==> config.mk <==
export PLATFORM = sky130hd
export DESIGN_NAME = eight_bit_cpu_execute_unit
export DESIGN_NICKNAME = d
export VERILOG_FILES = /design/src/rtl/cpu_exu_pkg.sv /design/src/rtl/cpu_exu_alu.sv /design/src/rtl/eight_bit_cpu_execute_unit.sv
export SDC_FILE = /design/constraint.sdc
export NUM_CORES = 1
export LEC_CHECK = 0
export ABC_AREA = 1
export BUFFER_PORTS_ARGS = -buffer_cell sky130_fd_sc_hd__buf_4
export CORE_UTILIZATION = 50
export CTS_BUF_LIST = sky130_fd_sc_hd__clkbuf_2 sky130_fd_sc_hd__clkbuf_4 sky130_fd_sc_hd__clkbuf_8
export CTS_CLUSTER_SIZE = 30
export DETAILED_ROUTE_END_ITERATION = 6
export PLACE_DENSITY = 0.68
export SYNTH_ARGS = -nofsm -noshare
export SYNTH_HDL_FRONTEND = slang
export SYNTH_HIERARCHICAL = 1
export SYNTH_SLANG_ARGS = --single-unit
==> constraint.sdc <==
create_clock -name clock -period 9.55 [get_ports clock]
set_clock_uncertainty 0.05 [all_clocks]
set_input_delay 0.955 -clock clock [delete_from_list [all_inputs] [get_ports clock]]
set_output_delay 0.955 -clock clock [all_outputs]
set_load 0.05 [all_outputs]
==> src/rtl/cpu_exu_pkg.sv <==
// Package with operation codes, flag positions and item types of the execute unit.
`default_nettype none
package cpu_exu_pkg;

   typedef enum logic [5:0] {
      OP_ADC = 6'd0,  OP_AND = 6'd1,  OP_ASL = 6'd2,  OP_BCC = 6'd3,  OP_BCS = 6'd4,
      OP_BEQ = 6'd5,  OP_BIT = 6'd6,  OP_BMI = 6'd7,  OP_BNE = 6'd8,  OP_BPL = 6'd9,
      OP_BRA = 6'd10, OP_BVC = 6'd11, OP_BVS = 6'd12, OP_CLC = 6'd13, OP_CLD = 6'd14,
      OP_CLI = 6'd15, OP_CLV = 6'd16, OP_CMP = 6'd17, OP_CPX = 6'd18, OP_CPY = 6'd19,
      OP_DEC = 6'd20, OP_DEX = 6'd21, OP_DEY = 6'd22, OP_EOR = 6'd23, OP_INC = 6'd24,
      OP_INX = 6'd25, OP_INY = 6'd26, OP_LDA = 6'd27, OP_LDX = 6'd28, OP_LDY = 6'd29,
      OP_LSR = 6'd30, OP_NOP = 6'd31, OP_ORA = 6'd32, OP_PHA = 6'd33, OP_PHP = 6'd34,
      OP_PHX = 6'd35, OP_PHY = 6'd36, OP_PLA = 6'd37, OP_PLP = 6'd38, OP_PLX = 6'd39,
      OP_PLY = 6'd40, OP_ROL = 6'd41, OP_ROR = 6'd42, OP_SBC = 6'd43, OP_SEC = 6'd44,
      OP_SED = 6'd45, OP_SEI = 6'd46, OP_STA = 6'd47, OP_STX = 6'd48, OP_STY = 6'd49,
      OP_STZ = 6'd50, OP_TAX = 6'd51, OP_TAY = 6'd52, OP_TRB = 6'd53, OP_TSB = 6'd54,
      OP_TSX = 6'd55, OP_TXA = 6'd56, OP_TXS = 6'd57, OP_TYA = 6'd58
   } op_type;

   localparam int FLAG_C = 0;
   localparam int FLAG_Z = 1;
   localparam int FLAG_I = 2;
   localparam int FLAG_D = 3;
   localparam int FLAG_V = 6;
   localparam int FLAG_N = 7;

   localparam logic [7:0] SP_RESET = 8'hFD;

   typedef struct packed {
      logic [5:0] mode;
      logic [7:0] operand;
      logic       to_accumulator;
   } req_type;

   typedef struct packed {
      logic [7:0] store_data;
      logic       store_valid;
      logic       branch_taken;
      logic [7:0] stack_before;
      logic [7:0] status_out;
      logic [7:0] acc_out;
      logic [7:0] xreg_out;
      logic [7:0] yreg_out;
   } rsp_type;

   typedef struct packed {
      logic [7:0] acc;
      logic [7:0] xr;
      logic [7:0] yr;
      logic [7:0] sp;
      logic [7:0] st;
   } regs_type;

endpackage
`default_nettype wire

==> src/rtl/cpu_exu_alu.sv <==
// Combinational execution of one operation on the current register file.
`default_nettype none
module cpu_exu_alu (
   input  var cpu_exu_pkg::req_type  req,
   input  var cpu_exu_pkg::regs_type regs,
   output cpu_exu_pkg::regs_type     regs_next,
   output cpu_exu_pkg::rsp_type      rsp
);
   import cpu_exu_pkg::*;

   logic [7:0] src;
   logic [7:0] addend;
   logic [8:0] sum;
   logic [7:0] r;
   logic [8:0] diff;
   logic [7:0] cmp_reg;
   logic       set_nz;
   logic [7:0] nz_val;

   assign src    = req.to_accumulator ? regs.acc : req.operand;
   assign addend = (req.mode == OP_SBC) ? ~req.operand : req.operand;
   assign sum    = {1'b0, regs.acc} + {1'b0, addend} + {8'd0, regs.st[FLAG_C]};
   assign cmp_reg = (req.mode == OP_CPX) ? regs.xr : (req.mode == OP_CPY) ? regs.yr : regs.acc;
   assign diff   = {1'b0, cmp_reg} - {1'b0, req.operand};

   always_comb begin
      regs_next = regs;
      rsp = '0;
      rsp.stack_before = regs.sp;
      set_nz = 1'b0;
      nz_val = 8'd0;
      r = 8'd0;
      case (req.mode)
         OP_ADC, OP_SBC: begin
            regs_next.acc = sum[7:0];
            regs_next.st[FLAG_C] = sum[8];
            regs_next.st[FLAG_V] = ~(regs.acc[7] ^ addend[7]) & (regs.acc[7] ^ sum[7]);
            set_nz = 1'b1; nz_val = sum[7:0];
         end
         OP_AND: begin
            regs_next.acc = regs.acc & req.operand; set_nz = 1'b1; nz_val = regs_next.acc;
         end
         OP_EOR: begin
            regs_next.acc = regs.acc ^ req.operand; set_nz = 1'b1; nz_val = regs_next.acc;
         end
         OP_ORA: begin
            regs_next.acc = regs.acc | req.operand; set_nz = 1'b1; nz_val = regs_next.acc;
         end
         OP_ASL, OP_LSR, OP_ROL, OP_ROR, OP_INC, OP_DEC: begin
            case (req.mode)
               OP_ASL: begin
                  r = {src[6:0], 1'b0}; regs_next.st[FLAG_C] = src[7];
               end
               OP_LSR: begin
                  r = {1'b0, src[7:1]}; regs_next.st[FLAG_C] = src[0];
               end
               OP_ROL: begin
                  r = {src[6:0], regs.st[FLAG_C]}; regs_next.st[FLAG_C] = src[7];
               end
               OP_ROR: begin
                  r = {regs.st[FLAG_C], src[7:1]}; regs_next.st[FLAG_C] = src[0];
               end
               OP_INC: r = src + 8'd1;
               default: r = src - 8'd1;
            endcase
            set_nz = 1'b1; nz_val = r;
            if (req.to_accumulator) begin
               regs_next.acc = r;
            end else begin
               rsp.store_data = r; rsp.store_valid = 1'b1;
            end
         end
         OP_BCC: rsp.branch_taken = ~regs.st[FLAG_C];
         OP_BCS: rsp.branch_taken = regs.st[FLAG_C];
         OP_BEQ: rsp.branch_taken = regs.st[FLAG_Z];
         OP_BNE: rsp.branch_taken = ~regs.st[FLAG_Z];
         OP_BMI: rsp.branch_taken = regs.st[FLAG_N];
         OP_BPL: rsp.branch_taken = ~regs.st[FLAG_N];
         OP_BVS: rsp.branch_taken = regs.st[FLAG_V];
         OP_BVC: rsp.branch_taken = ~regs.st[FLAG_V];
         OP_BRA: rsp.branch_taken = 1'b1;
         OP_BIT: begin
            regs_next.st[FLAG_Z] = (regs.acc & req.operand) == 8'd0;
            regs_next.st[FLAG_N] = req.operand[7];
            regs_next.st[FLAG_V] = req.operand[6];
         end
         OP_CLC: regs_next.st[FLAG_C] = 1'b0;
         OP_CLD: regs_next.st[FLAG_D] = 1'b0;
         OP_CLI: regs_next.st[FLAG_I] = 1'b0;
         OP_CLV: regs_next.st[FLAG_V] = 1'b0;
         OP_SEC: regs_next.st[FLAG_C] = 1'b1;
         OP_SED: regs_next.st[FLAG_D] = 1'b1;
         OP_SEI: regs_next.st[FLAG_I] = 1'b1;
         OP_CMP, OP_CPX, OP_CPY: begin
            regs_next.st[FLAG_C] = ~diff[8]; set_nz = 1'b1; nz_val = diff[7:0];
         end
         OP_DEX: begin
            regs_next.xr = regs.xr - 8'd1; set_nz = 1'b1; nz_val = regs_next.xr;
         end
         OP_DEY: begin
            regs_next.yr = regs.yr - 8'd1; set_nz = 1'b1; nz_val = regs_next.yr;
         end
         OP_INX: begin
            regs_next.xr = regs.xr + 8'd1; set_nz = 1'b1; nz_val = regs_next.xr;
         end
         OP_INY: begin
            regs_next.yr = regs.yr + 8'd1; set_nz = 1'b1; nz_val = regs_next.yr;
         end
         OP_LDA: begin
            regs_next.acc = req.operand; set_nz = 1'b1; nz_val = req.operand;
         end
         OP_LDX: begin
            regs_next.xr = req.operand; set_nz = 1'b1; nz_val = req.operand;
         end
         OP_LDY: begin
            regs_next.yr = req.operand; set_nz = 1'b1; nz_val = req.operand;
         end
         OP_PHA, OP_PHP, OP_PHX, OP_PHY: begin
            case (req.mode)
               OP_PHA:  rsp.store_data = regs.acc;
               OP_PHP:  rsp.store_data = regs.st;
               OP_PHX:  rsp.store_data = regs.xr;
               default: rsp.store_data = regs.yr;
            endcase
            rsp.store_valid = 1'b1;
            regs_next.sp = regs.sp - 8'd1;
         end
         OP_PLA: begin
            regs_next.sp = regs.sp + 8'd1; regs_next.acc = req.operand;
            set_nz = 1'b1; nz_val = req.operand;
         end
         OP_PLX: begin
            regs_next.sp = regs.sp + 8'd1; regs_next.xr = req.operand;
            set_nz = 1'b1; nz_val = req.operand;
         end
         OP_PLY: begin
            regs_next.sp = regs.sp + 8'd1; regs_next.yr = req.operand;
            set_nz = 1'b1; nz_val = req.operand;
         end
         OP_PLP: begin
            regs_next.sp = regs.sp + 8'd1; regs_next.st = req.operand;
         end
         OP_STA: begin
            rsp.store_data = regs.acc; rsp.store_valid = 1'b1;
         end
         OP_STX: begin
            rsp.store_data = regs.xr; rsp.store_valid = 1'b1;
         end
         OP_STY: begin
            rsp.store_data = regs.yr; rsp.store_valid = 1'b1;
         end
         OP_STZ: rsp.store_valid = 1'b1;
         OP_TRB: begin
            regs_next.st[FLAG_Z] = (regs.acc & req.operand) == 8'd0;
            rsp.store_data = req.operand & ~regs.acc; rsp.store_valid = 1'b1;
         end
         OP_TSB: begin
            regs_next.st[FLAG_Z] = (regs.acc & req.operand) == 8'd0;
            rsp.store_data = req.operand | regs.acc; rsp.store_valid = 1'b1;
         end
         OP_TAX: begin
            regs_next.xr = regs.acc; set_nz = 1'b1; nz_val = regs.acc;
         end
         OP_TAY: begin
            regs_next.yr = regs.acc; set_nz = 1'b1; nz_val = regs.acc;
         end
         OP_TSX: begin
            regs_next.xr = regs.sp; set_nz = 1'b1; nz_val = regs.sp;
         end
         OP_TXA: begin
            regs_next.acc = regs.xr; set_nz = 1'b1; nz_val = regs.xr;
         end
         OP_TYA: begin
            regs_next.acc = regs.yr; set_nz = 1'b1; nz_val = regs.yr;
         end
         OP_TXS: regs_next.sp = regs.xr;
         default: ;
      endcase
      if (set_nz) begin
         regs_next.st[FLAG_Z] = nz_val == 8'd0;
         regs_next.st[FLAG_N] = nz_val[7];
      end
      rsp.status_out = regs_next.st;
      rsp.acc_out    = regs_next.acc;
      rsp.xreg_out   = regs_next.xr;
      rsp.yreg_out   = regs_next.yr;
   end

endmodule
`default_nettype wire

==> src/rtl/eight_bit_cpu_execute_unit.sv <==
// Top level of the execute unit: input register, register file and result register.
//
// The unit executes one operation per item on its own A, X, Y, stack pointer and
// status registers. Items enter on the req_ channel (mode, operand, to_accumulator)
// and results leave on the rsp_ channel as one rsp_type item per input item.
// An accepted item is held in an input register; once the output register is free
// or being emptied, the operation is evaluated by the combinational ALU, the register
// file is updated and the result is written into the output register. rsp_valid rises
// when the result is registered there, and one item per cycle is sustained while the
// receiver takes results.
// The register file updates when an item moves from the input register to the
// output register, so items see each other's effects in order.
// When the receiver stalls, the result stays in the output register, the item in
// the input register waits, and req_ready drops while both are full and rsp_ready
// is low.
// Reset empties both registers and sets A, X, Y and status to zero and the stack
// pointer to 0xFD.
`default_nettype none
module eight_bit_cpu_execute_unit (
   input  var logic                 clock,
   input  var logic                 reset,
   input  var logic                 req_valid,
   output logic                     req_ready,
   input  var cpu_exu_pkg::req_type req_data,
   output logic                     rsp_valid,
   input  var logic                 rsp_ready,
   output cpu_exu_pkg::rsp_type     rsp_data
);
   import cpu_exu_pkg::*;

   logic     in_valid_ff, in_valid_in;
   req_type  in_data_ff;
   logic     out_valid_ff, out_valid_in;
   rsp_type  out_data_ff;
   regs_type regs_ff, regs_next;
   rsp_type  alu_rsp;
   logic     advance;

   cpu_exu_alu u_alu (
      .req       (in_data_ff),
      .regs      (regs_ff),
      .regs_next (regs_next),
      .rsp       (alu_rsp)
   );

   assign advance      = in_valid_ff && (!out_valid_ff || rsp_ready);
   assign req_ready    = !in_valid_ff || advance;
   assign in_valid_in  = (req_valid && req_ready) || (in_valid_ff && !advance);
   assign out_valid_in = advance || (out_valid_ff && !rsp_ready);

   always_ff @(posedge clock) begin
      if (reset) begin
         in_valid_ff  <= 1'b0;
         out_valid_ff <= 1'b0;
         regs_ff      <= '{acc: 8'd0, xr: 8'd0, yr: 8'd0, sp: SP_RESET, st: 8'd0};
      end else begin
         in_valid_ff  <= in_valid_in;
         out_valid_ff <= out_valid_in;
         if (advance) begin
            regs_ff <= regs_next;
         end
      end
      if (req_valid && req_ready) begin
         in_data_ff <= req_data;
      end
      if (advance) begin
         out_data_ff <= alu_rsp;
      end
   end

   assign rsp_valid = out_valid_ff;
   assign rsp_data  = out_data_ff;

endmodule
`default_nettype wire

==> results of run 1 <==
## power by group
part | total (mW) | leakage [nW] | internal [mW] | switching [mW]
clock | 0.333 | 0.114 | 0.132 | 0.201
combinational | 0.395 | 3.58 | 0.120 | 0.276
sequential | 0.576 | 0.968 | 0.524 | 0.0513
## worst min-delay path: cells and delay by family, from the launching register on
| family | cells | cell delay, ps |
|---|---|---|
| AOI/OAI and AO/OA | 1 | 40 |
| DFF | 1 | 350 |
| and+or+nand+nor | 1 | 100 |
## area by class of cell
cell class / count / share of cell area
flip-flops and latches: 107 / 0.2768
inverters: 184 / 0.06868
repair buffers: 78 / 0.05802
well taps: 234 / 0.02901
multi-input cells: 1023 / 0.5450
clock buffers: 9 / 0.01227
clock inverters: 7 / 0.01017
## state kept, by name, indices dropped and copies added (netlist names)
register     flops
in_data_ff      15
in_valid_ff      1
regs_ff         40
rsp_data        50
rsp_valid        1
## per-stage QoR
step | area, um2 | hold slack, ps | worst slack [ps] | util
floorplan | 9503 | 399.7 | 6040 | -
global placement | 9866 | 419.6 | 5332 | 0.5292
detailed placement | 9866 | 428.6 | 5243 | 0.5292
CTS | 10090 | 457.7 | 5194 | 0.5413
global route | 10090 | 478.1 | 4632 | 0.5413
finish | 10090 | 468.4 | 5062 | 0.5413
## worst max path at each step
| stage | end | slack, ps | depth (start not counted) |
|---|---|---|---|
| after global placement | regs_ff[1] | 5330 | 25 |
| final | regs_ff[1] | 5060 | 25 |
| after global routing | regs_ff[1] | 4630 | 25 |
| after detailed placement | regs_ff[1] | 5240 | 25 |
| after CTS | regs_ff[1] | 5190 | 25 |
| after floorplan | rsp_data[24] | 6040 | 21 |
## layer usage
metal / share of wire / vias up / wire length (um) / GRT usage
met2: 0.44 / 675 / 17600 / 0.6387
met1: 0.40 / 4826 / 16070 / 0.5450
met4: 0.045 / 0 / 1778 / 0.1885
met5: 0 / - / 0 / 0
li1: - / 4680 / - / -
met3: 0.11 / 120 / 4426 / 0.09635
## cell usage in the layout (no fill, tap or decap), types with 6 or more instances in the layout
cell type  netlist  layout
a21oi_1         79      79
o21ai_0         68      68
nor2_2           9       9
nor4_1           8       8
nand3_1        152     152
a22oi_1         10      10
clkbuf_8         0       9
xor2_1          15      15
nor3_1          23      23
inv_2           13      14
buf_4           46      78
nor2_1         137     137
nand4_1         23      23
inv_1          167     166
ha_1            56      56
o22ai_1         17      17
nand2_1        320     320
nand2_2          8       8
a211oi_1         6       6
o2111ai_1        7       7
or2_2            8       8
o211ai_1        14      14
a221oi_1        13      13
dfxtp_1         42      41
edfxtp_1        65      65
## synth_stat cells, types with 4 or more instances
master | number | share of area
nand2_1 | 320 | 0.13
inv_1 | 167 | 0.066
nand3_1 | 152 | 0.080
nor2_1 | 137 | 0.054
a21oi_1 | 79 | 0.042
o21ai_0 | 68 | 0.036
edfxtp_1 | 65 | 0.21
ha_1 | 56 | 0.074
buf_4 | 46 | 0.036
dfxtp_1 | 42 | 0.088
nand4_1 | 23 | 0.015
nor3_1 | 23 | 0.012
o22ai_1 | 17 | 0.011
clkbuf_1 | 16 | 0.0063
xor2_1 | 15 | 0.014
buf_2 | 14 | 0.0074
o211ai_1 | 14 | 0.011
a221oi_1 | 13 | 0.012
inv_2 | 13 | 0.0051
a22oi_1 | 10 | 0.0079
nor2_2 | 9 | 0.0059
nand2_2 | 8 | 0.0053
nor4_1 | 8 | 0.0053
or2_2 | 8 | 0.0053
o2111ai_1 | 7 | 0.0065
a211oi_1 | 6 | 0.0047
a2111oi_0 | 5 | 0.0046
nand3b_1 | 5 | 0.0040
o21ai_1 | 5 | 0.0026
fa_1 | 4 | 0.0084
nand3_2 | 4 | 0.0042
nor2_4 | 4 | 0.0047
## kinds of logic after synthesis
logic type	after synthesis
AOI/OAI and AO/OA	239
xor gates and xnor gates	16
adders and majority gates	60
buffers and inverters	265
DFF	107
and+or+nand+nor	708
==> impl_metrics.yaml, run 1 <==
synth:
  ys.flop_type: "edfxtp_1"
  synth-edff-count: 65
  synthSimpleGateAreaFrac: 0.3309
  synthCells: 1395
  synth_compound_area_frac: 0.1510
  synth_mux_area_frac: 0
  async_flop_share: 0
  synth_nets: 1474
  synth_seq_cells: 107
  synthXorXnorAreaFrac: 0.01475
  synth.avg_cell_area_um2: 6.812
  synth_area_um2: 9503
  ys_types: 53
  ys_seq_area_frac: 0.2939
  synth_warnings: 6
  synth_top_family_by_area: "simple AND/OR/NAND/NOR gates"
  synth_adder_area_share: 0.08216
clock_network:
  postCtsHoldBufs: 0
  clk-insertion-delay-late_ps: 410
  clk_pin_slew_ps: 130
  cts_resized: 0
  numClockSinks: 107
  cts_buffers: 9
  cts-root-buf: "clkbuf_8"
  cts_tree: "built"
  post_cts_buffers: 0
  cts_buffer_depth: 2
  cts_max_level: 3
final_layout:
  final_nets: 1482
  fin_cells: 1642
  n_antenna_cell: 0
  fillers: 1911
  regArea_um2: 2794
  syn_to_final_growth_pct: 6.202
  drive_gt1_frac: 0.1044
  multi_input_area_um2: 5500
critical_path:
  crit_buf_inv: 4
  slowest_delay_ps: 600
  cp.required_ps: 9860
  startpoint_type: "register"
  reg2reg_to: "regs_ff[1]"
  cp_data_arrival_time_ps: 4800
  crit_family: "simple AND/OR/NAND/NOR gates"
  r2r_slack_ps: 5060
  cp-end-kind: "register"
  startpoint: "in_data_ff[13]"
  critPathSlowestCell: "nor2_1"
  r2r_start: "in_data_ff[13]"
  criticalPathCategory: "register to register"
  reg2regPathDepth: 25
  crit_fanout: 14
grt:
  grt_start_max_net_pins: 77
  overflow: 0
  antenna_found_initial: 0
  grt_pass1_vias: 9271
  track_usage: 0.4127
  grt_pass1_wl_mm: 59.08
pwr:
  cellPowerDensity_nw_per_um2: 129.2
  p_leak_nw: 4.666
  power_mw: 1.304
  peakVddDrop_mv: 0.08945
sta:
  tns_ps: 0
  finalCriticalPeriod_ps: 4488
  finalHoldViolCount: 0
  rsz0062_at_grt: "false"
  drv_slew: 0
  tightest_slew_ps: 1124
  fmax_mhz: 222.8
  timing.final.crit_share: 0.4699
  setup_viol: 0
  slew_headroom: 0.2504
drt:
  wirelength_mm: 39.87
  drc: 0
  ant_nets: 0
  first_pass_iters: 6
  vias_per_cell: 6.273
  routedWlPerCell_um: 24.28
  vias: 10301
  drt_iter0_markers: 1333
place:
  numPortBuffers: 70
  placedCellCount: 1626
  hpwl_mm: 30.02
  gp_congestion: 1.037
hold_path:
  hp-start: "regs_ff[7]"
  hold_path.class: "register to register"
  min_path_cells: 2
  whs_endpoint: "regs_ff[7]"
die:
  die-area_um2: 19560
  initial_utilization: 0.5097
  die_h_um: 139.9
  die_w_um: 139.9
  rows: 50
  ios: 71
  core_um2: 18640
run_status:
  status: "complete, no violations"
job:
  cap_viol_max_count: 0
Note: power is estimated with default switching activity, not from simulation.
==> inputs of run 2 (changes only) <==
Settings changed: ABC_AREA 1 to 0, PLACE_DENSITY 0.68 to 0.71.
Clock period 9.55 ns to 3.9 ns, I/O delays scaled along.
==> impl_metrics.yaml, run 2 <==
drt:
  drc: 47
  ant_nets: 0
  routedWlPerCell_um: 24.32
  vias_per_cell: 6.566
  first_pass_iters: 7
  wirelength_mm: 34.55
  drt_iter0_markers: 1494
  vias: 9330
run_status:
  violations: "design-rule violations, negative setup slack"
  status: "finished with violations"
critical_path:
  reg2reg_to: "regs_ff[1]"
  startpoint_type: "register"
  criticalPathCategory: "register to register"
  crit_chain: "nand2b_4, nor2_4, nand2_8, xnor2_4, fa_2, fa_2, buf_4, nor2b_1, o21ai_0, a21boi_0, nor2_1, a211o_1, nand3b_1, or4_4, nor4_4, o211a_1, nand2b_1, mux2i_1"
  reg2regPathDepth: 18
  crit_fanout: 2
  startpoint: "in_data_ff[11]"
  cp.required_ps: 4180
  r2r_slack_ps: -330
  r2r_start: "in_data_ff[11]"
  crit_family: "simple AND/OR/NAND/NOR gates"
  cpMostUsedCell: "fa_2"
  slowest_delay_ps: 530
  crit_buf_inv: 1
  cp_data_arrival_time_ps: 4510
  cp-end-kind: "register"
  critPathSlowestCell: "or4_4"
clock_network:
  cts_max_level: 3
  clk-insertion-delay-late_ps: 400
  numClockSinks: 107
  cts-root-buf: "clkbuf_8"
  cts_buffers: 9
  cts_tree: "built"
  postCtsHoldBufs: 0
  cts_buffer_depth: 2
  clk_pin_slew_ps: 120
grt:
  grt_start_max_net_pins: 83
  grt_pass1_vias: 8442
  antenna_found_initial: 2
  grt_pass1_wl_mm: 51.44
  track_usage: 0.3564
  overflow: 0
pwr:
  pwr-share-clk: 0.262
  sequentialPowerShare: 0.449
  p_switching_mw: 1.000
  comb_power_share: 0.290
  peakVddDrop_mv: 0.1678
  cellPowerDensity_nw_per_um2: 265.2
  power_mw: 2.881
  p_sw_frac: 0.3471
  p_leak_nw: 4.266
  p_int_mw: 1.881
synth:
  ys.flop_type: "edfxtp_1"
  synth_top_cell_by_area: "edfxtp_1"
  synth_warnings: 6
  synth-edff-count: 65
  synthCells: 1093
  ys_seq_area_frac: 0.2979
  synthTopCellsByArea: "edfxtp_1 21%, dfxtp_1 9.0%, ha_1 7.5%"
  synth_commonest_cells: "95 x nor2_1, 80 x nand2b_1, 75 x nand2_1"
  ys_types: 76
  synth_nets: 1172
  synth.top_cell.area_share: 0.2082
  synth_area_um2: 9375
  synth_seq_cells: 107
  synth.avg_cell_area_um2: 8.578
  async_flop_share: 0
  yosysMostFrequentCell: "nor2_1"
hold_path:
  min_path_cells: 1
  hp-start: "req_data[5]"
  whs_endpoint: "in_data_ff[5]"
  hold_path.class: "input pin to register"
die:
  die_w_um: 138.9
  core_um2: 18150
  die-area_um2: 19300
  die_h_um: 138.9
  ios: 71
  rows: 49
  initial_utilization: 0.5166
sta:
  tightest_slew_ps: 1326
  drv_slew: 0
  hold-worst-slack_ps: 104.2
  timing.final.crit_share: 1.084
  fmax_mhz: 236.6
  finalCriticalPeriod_ps: 4227
  finalHoldViolCount: 0
  slew_headroom: 0.1099
  setup_viol: 5
  worst_slack_ps: -326.8
  rsz0062_at_grt: "true"
final_layout:
  fillers: 1655
  layout_commonest_cell: "buf_4"
  n_antenna_cell: 0
  syn_to_final_growth_pct: 15.87
  drive_gt1_frac: 0.2106
  final_nets: 1266
  largest_reg_flops: 50
  layout_common_cells: "199 x buf_4, 92 x nor2_1, 78 x nand2b_1, 74 x nand2_1, 65 x edfxtp_1"
place:
  gp_congestion: 1.103
  hpwl_mm: 26.75
  numPortBuffers: 70
job:
  cap_viol_max_count: 0
==> run 2: changes by cell type after synthesis, sizes merged, moves of 54 or more <==
cell    before  now
nand2      330   76
inv        181   41
nand3      156   23
nand2b       1   80
mux2i        0   58
nor2       150   96
==> run 2: logic make-up (layout without fill, tap and decap cells) <==
logic type,count (synthesis),in the layout,share of synthesized area
AND/OR/NAND/NOR,369,369,0.2018
flip-flops,107,107,0.2979
AO/OA/AOI/OAI,294,294,0.2205
adder cells (fa/ha/maj),60,60,0.08328
XOR/XNOR,43,43,0.04017
multiplexers,59,59,0.06313
buffers and inverters,161,260,0.09329
==> run 2: final cells by class <==
cell class | instances | area [um2] | area share
timing repair buffer | 203 | 1548 | 0.1425
multi-input combinational | 825 | 5863 | 0.5397
clock inverter | 7 | 95.09 | 0.008754
tap | 229 | 286.5 | 0.02638
inverter | 41 | 153.9 | 0.01417
clock buffer | 9 | 123.9 | 0.01140
sequential | 107 | 2793 | 0.2571
==> run 2: through the flow <==
| stage | instance area [um2] | utilization | TNS [ps] | cells | worst slack [ps] |
|---|---|---|---|---|---|
| after global routing | 10860 | 0.5986 | -2315 | 1421 | -469.1 |
| after CTS | 10790 | 0.5947 | -454.0 | 1417 | -288.2 |
| after detailed placement | 10500 | 0.5787 | -1029 | 1397 | -371.9 |
| final | 10860 | 0.5986 | -783.5 | 1421 | -326.8 |
| after floorplan | 9479 | - | -453.0 | 1093 | -229.7 |
| after global placement | 10500 | 0.5787 | -418.3 | 1397 | -258.3 |
==> run 2: power by group through the flow <==
stage | clock, mW | combinational (mW) | sequential (mW)
after floorplan | 0 | 0.464 | 1.40
after global placement | 0 | 0.785 | 1.32
after detailed placement | 0 | 0.790 | 1.32
after CTS | 0.776 | 0.801 | 1.29
after global routing | 0.810 | 0.881 | 1.30
final | 0.754 | 0.835 | 1.29
==> run 2: worst max-delay path by stage <==
stage,end,slack (ps),depth (start not counted)
2_1_floorplan,regs_ff[1],-230,17
3_3_place_gp,regs_ff[1],-260,17
3_5_place_dp,regs_ff[1],-370,18
4_1_cts,regs_ff[1],-290,16
5_1_grt,regs_ff[1],-470,16
6_report,regs_ff[1],-330,18
==> run 2: layer usage <==
metal,wire length (um),track usage,share of wire,up-vias
met5,29,0,0.00084,-
met4,1657,0.1719,0.048,4
met3,3901,0.08184,0.11,102
met2,14110,0.5066,0.41,638
met1,14850,0.5066,0.43,4388
li1,-,-,-,4198
==> run 2: what timing repair did <==
item	in CTS	in global routing
gates resized for setup	11	9
pin swaps	10	4
setup buffers	4	4
endpoints found under the setup margin	6	13
==> inputs of run 3 (changes only) <==
Settings changed: MAX_ROUTING_LAYER from default to met4, SETUP_SLACK_MARGIN from default to 0.5.
==> impl_metrics.yaml, run 3 (synthesis gave the netlist of run 2 again) <==
final_layout:
  final_nets: 1305
  layout_common_cells: "228 x buf_4, 90 x nor2_1, 78 x nand2b_1, 73 x nand2_1, 65 x edfxtp_1"
  fillers: 1593
  n_antenna_cell: 0
  syn_to_final_growth_pct: 22.77
  multi_input_area_um2: 6173
  stdcell_area_um2: 11510
  fin_cells: 1460
  regArea_um2: 2793
  postLayoutCoreUtil: 0.6342
  layout_commonest_cell: "buf_4"
  drive_gt1_frac: 0.2778
  largest_reg_flops: 50
die:
  rows: 49
  initial_utilization: 0.5166
  die-area_um2: 19300
  ios: 71
  die_h_um: 138.9
  core_um2: 18150
  die_w_um: 138.9
grt:
  grt.met3_usage: 0.06112
  antenna_found_initial: 0
  busiest_layer: "met2"
  grt_pass1_wl_mm: 53.16
  grt_util_met2: 0.5452
  overflow: 0
  grt_start_max_net_pins: 83
  track_usage: 0.3824
  use_met1: 0.5376
  grt_pass1_vias: 8522
run_status:
  violations: "design-rule violations, negative setup slack"
  status: "finished with violations"
hold_path:
  whs_endpoint: "in_data_ff[6]"
  hold_path.class: "input pin to register"
  min_path_cells: 1
  hp-start: "req_data[6]"
critical_path:
  reg2regPathDepth: 17
  reg2reg_to: "regs_ff[1]"
  crit_fanout: 4
  r2r_slack_ps: -400
  criticalPathCategory: "register to register"
  cp-end-kind: "register"
  r2r_start: "in_data_ff[14]"
  startpoint_type: "register"
  cp_data_arrival_time_ps: 4600
  cp.required_ps: 4200
sta:
  hold-worst-slack_ps: 93.98
  fmax_mhz: 232.5
  drv_slew: 0
  timing.final.crit_share: 1.103
  setup_viol: 2
  worst_slack_ps: -401.1
  slew_headroom: 0.1388
  finalCriticalPeriod_ps: 4301
  tns_ps: -703.7
  finalHoldViolCount: 0
  tightest_slew_ps: 1283
  rsz0062_at_grt: "true"
clock_network:
  cts-root-buf: "clkbuf_8"
  numClockSinks: 107
  cts_buffer_depth: 2
  cts_buffers: 9
  clk_pin_slew_ps: 130
  clk-insertion-delay-late_ps: 410
  cts_max_level: 3
  cts_tree: "built"
drt:
  vias_per_cell: 6.386
  vias: 9324
  ant_nets: 0
  drc: 7
  drt_iter0_markers: 1134
  routedWlPerCell_um: 24.51
  first_pass_iters: 7
  wirelength_mm: 35.78
place:
  dpl_cell_area_um2: 10680
  pre_cts_slack_ps: -329.0
  numPortBuffers: 70
  gp_congestion: 1.073
  placedCellCount: 1417
  hpwl_mm: 27.50
pwr:
  peakVddDrop_mv: 0.1733
  power_mw: 2.934
  cellPowerDensity_nw_per_um2: 255.0
  p_leak_nw: 4.539
job:
  cap_viol_max_count: 0
[run 3: cell types whose count changed in the layout (fill, tap and decap cells not counted), sizes merged]
cell	change
buf	+39
clkinv	-2
clkinvlp	+2
bufinv	-1
clkbuf	+1
[run 3: layout make-up]
| class | count | share of cell area |
|---|---|---|
| Multi-Input combinational cell | 825 | 0.5364 |
| Sequential cell | 107 | 0.2426 |
| Timing Repair Buffer | 242 | 0.1661 |
| Tap cell | 229 | 0.02489 |
| Inverter | 41 | 0.01337 |
| Clock buffer | 10 | 0.01141 |
| Clock inverter | 6 | 0.005218 |
[run 3: worst max path at each step]
stage / from / end / slack [ps] / depth (start not counted)
finish: in_data_ff[14] / regs_ff[1] / -400 / 17
floorplan: in_data_ff[13] / regs_ff[1] / -230 / 17
global route: in_data_ff[12] / regs_ff[1] / -560 / 18
detailed placement: in_data_ff[13] / regs_ff[1] / -330 / 16
CTS: in_data_ff[10] / regs_ff[1] / -300 / 18
global placement: in_data_ff[13] / regs_ff[1] / -270 / 16
[run 3: critical path, cell delays in order (launching register included)]
cell	delay, ps
edfxtp_1	490
buf_6	140
nand2b_4	60
nor2_4	150
nand2_8	80
xnor2_4	140
fa_2	370
fa_2	360
xnor2_1	130
a222oi_1	330
o211a_1	250
nand4b_1	100
or4_4	490
or4_4	500
nor4_2	210
o211a_1	210
nand2b_1	60
mux2i_1	110
[run 3: layer usage]
metal  wire (um)  up-vias
met4        1621        0
met3        3777       89
li1            -     4265
met5           0        -
met1       15470     4365
met2       14920      605
[run 3: timing repair]
item	CTS	global route
resized for setup	50	53
pin swaps	25	38
hold endpoints to repair	0	0
buffers inserted	21	6
endpoints found under the setup margin	25	44
hold buffers	0	0
[run 3: power breakdown]
part / internal [mW] / leakage, nW / switching, mW / total [mW]
Clock: 0.254 / 0.0912 / 0.457 / 0.711
Combinational: 0.373 / 3.51 / 0.558 / 0.930
Sequential: 1.25 / 0.939 / 0.0428 / 1.29
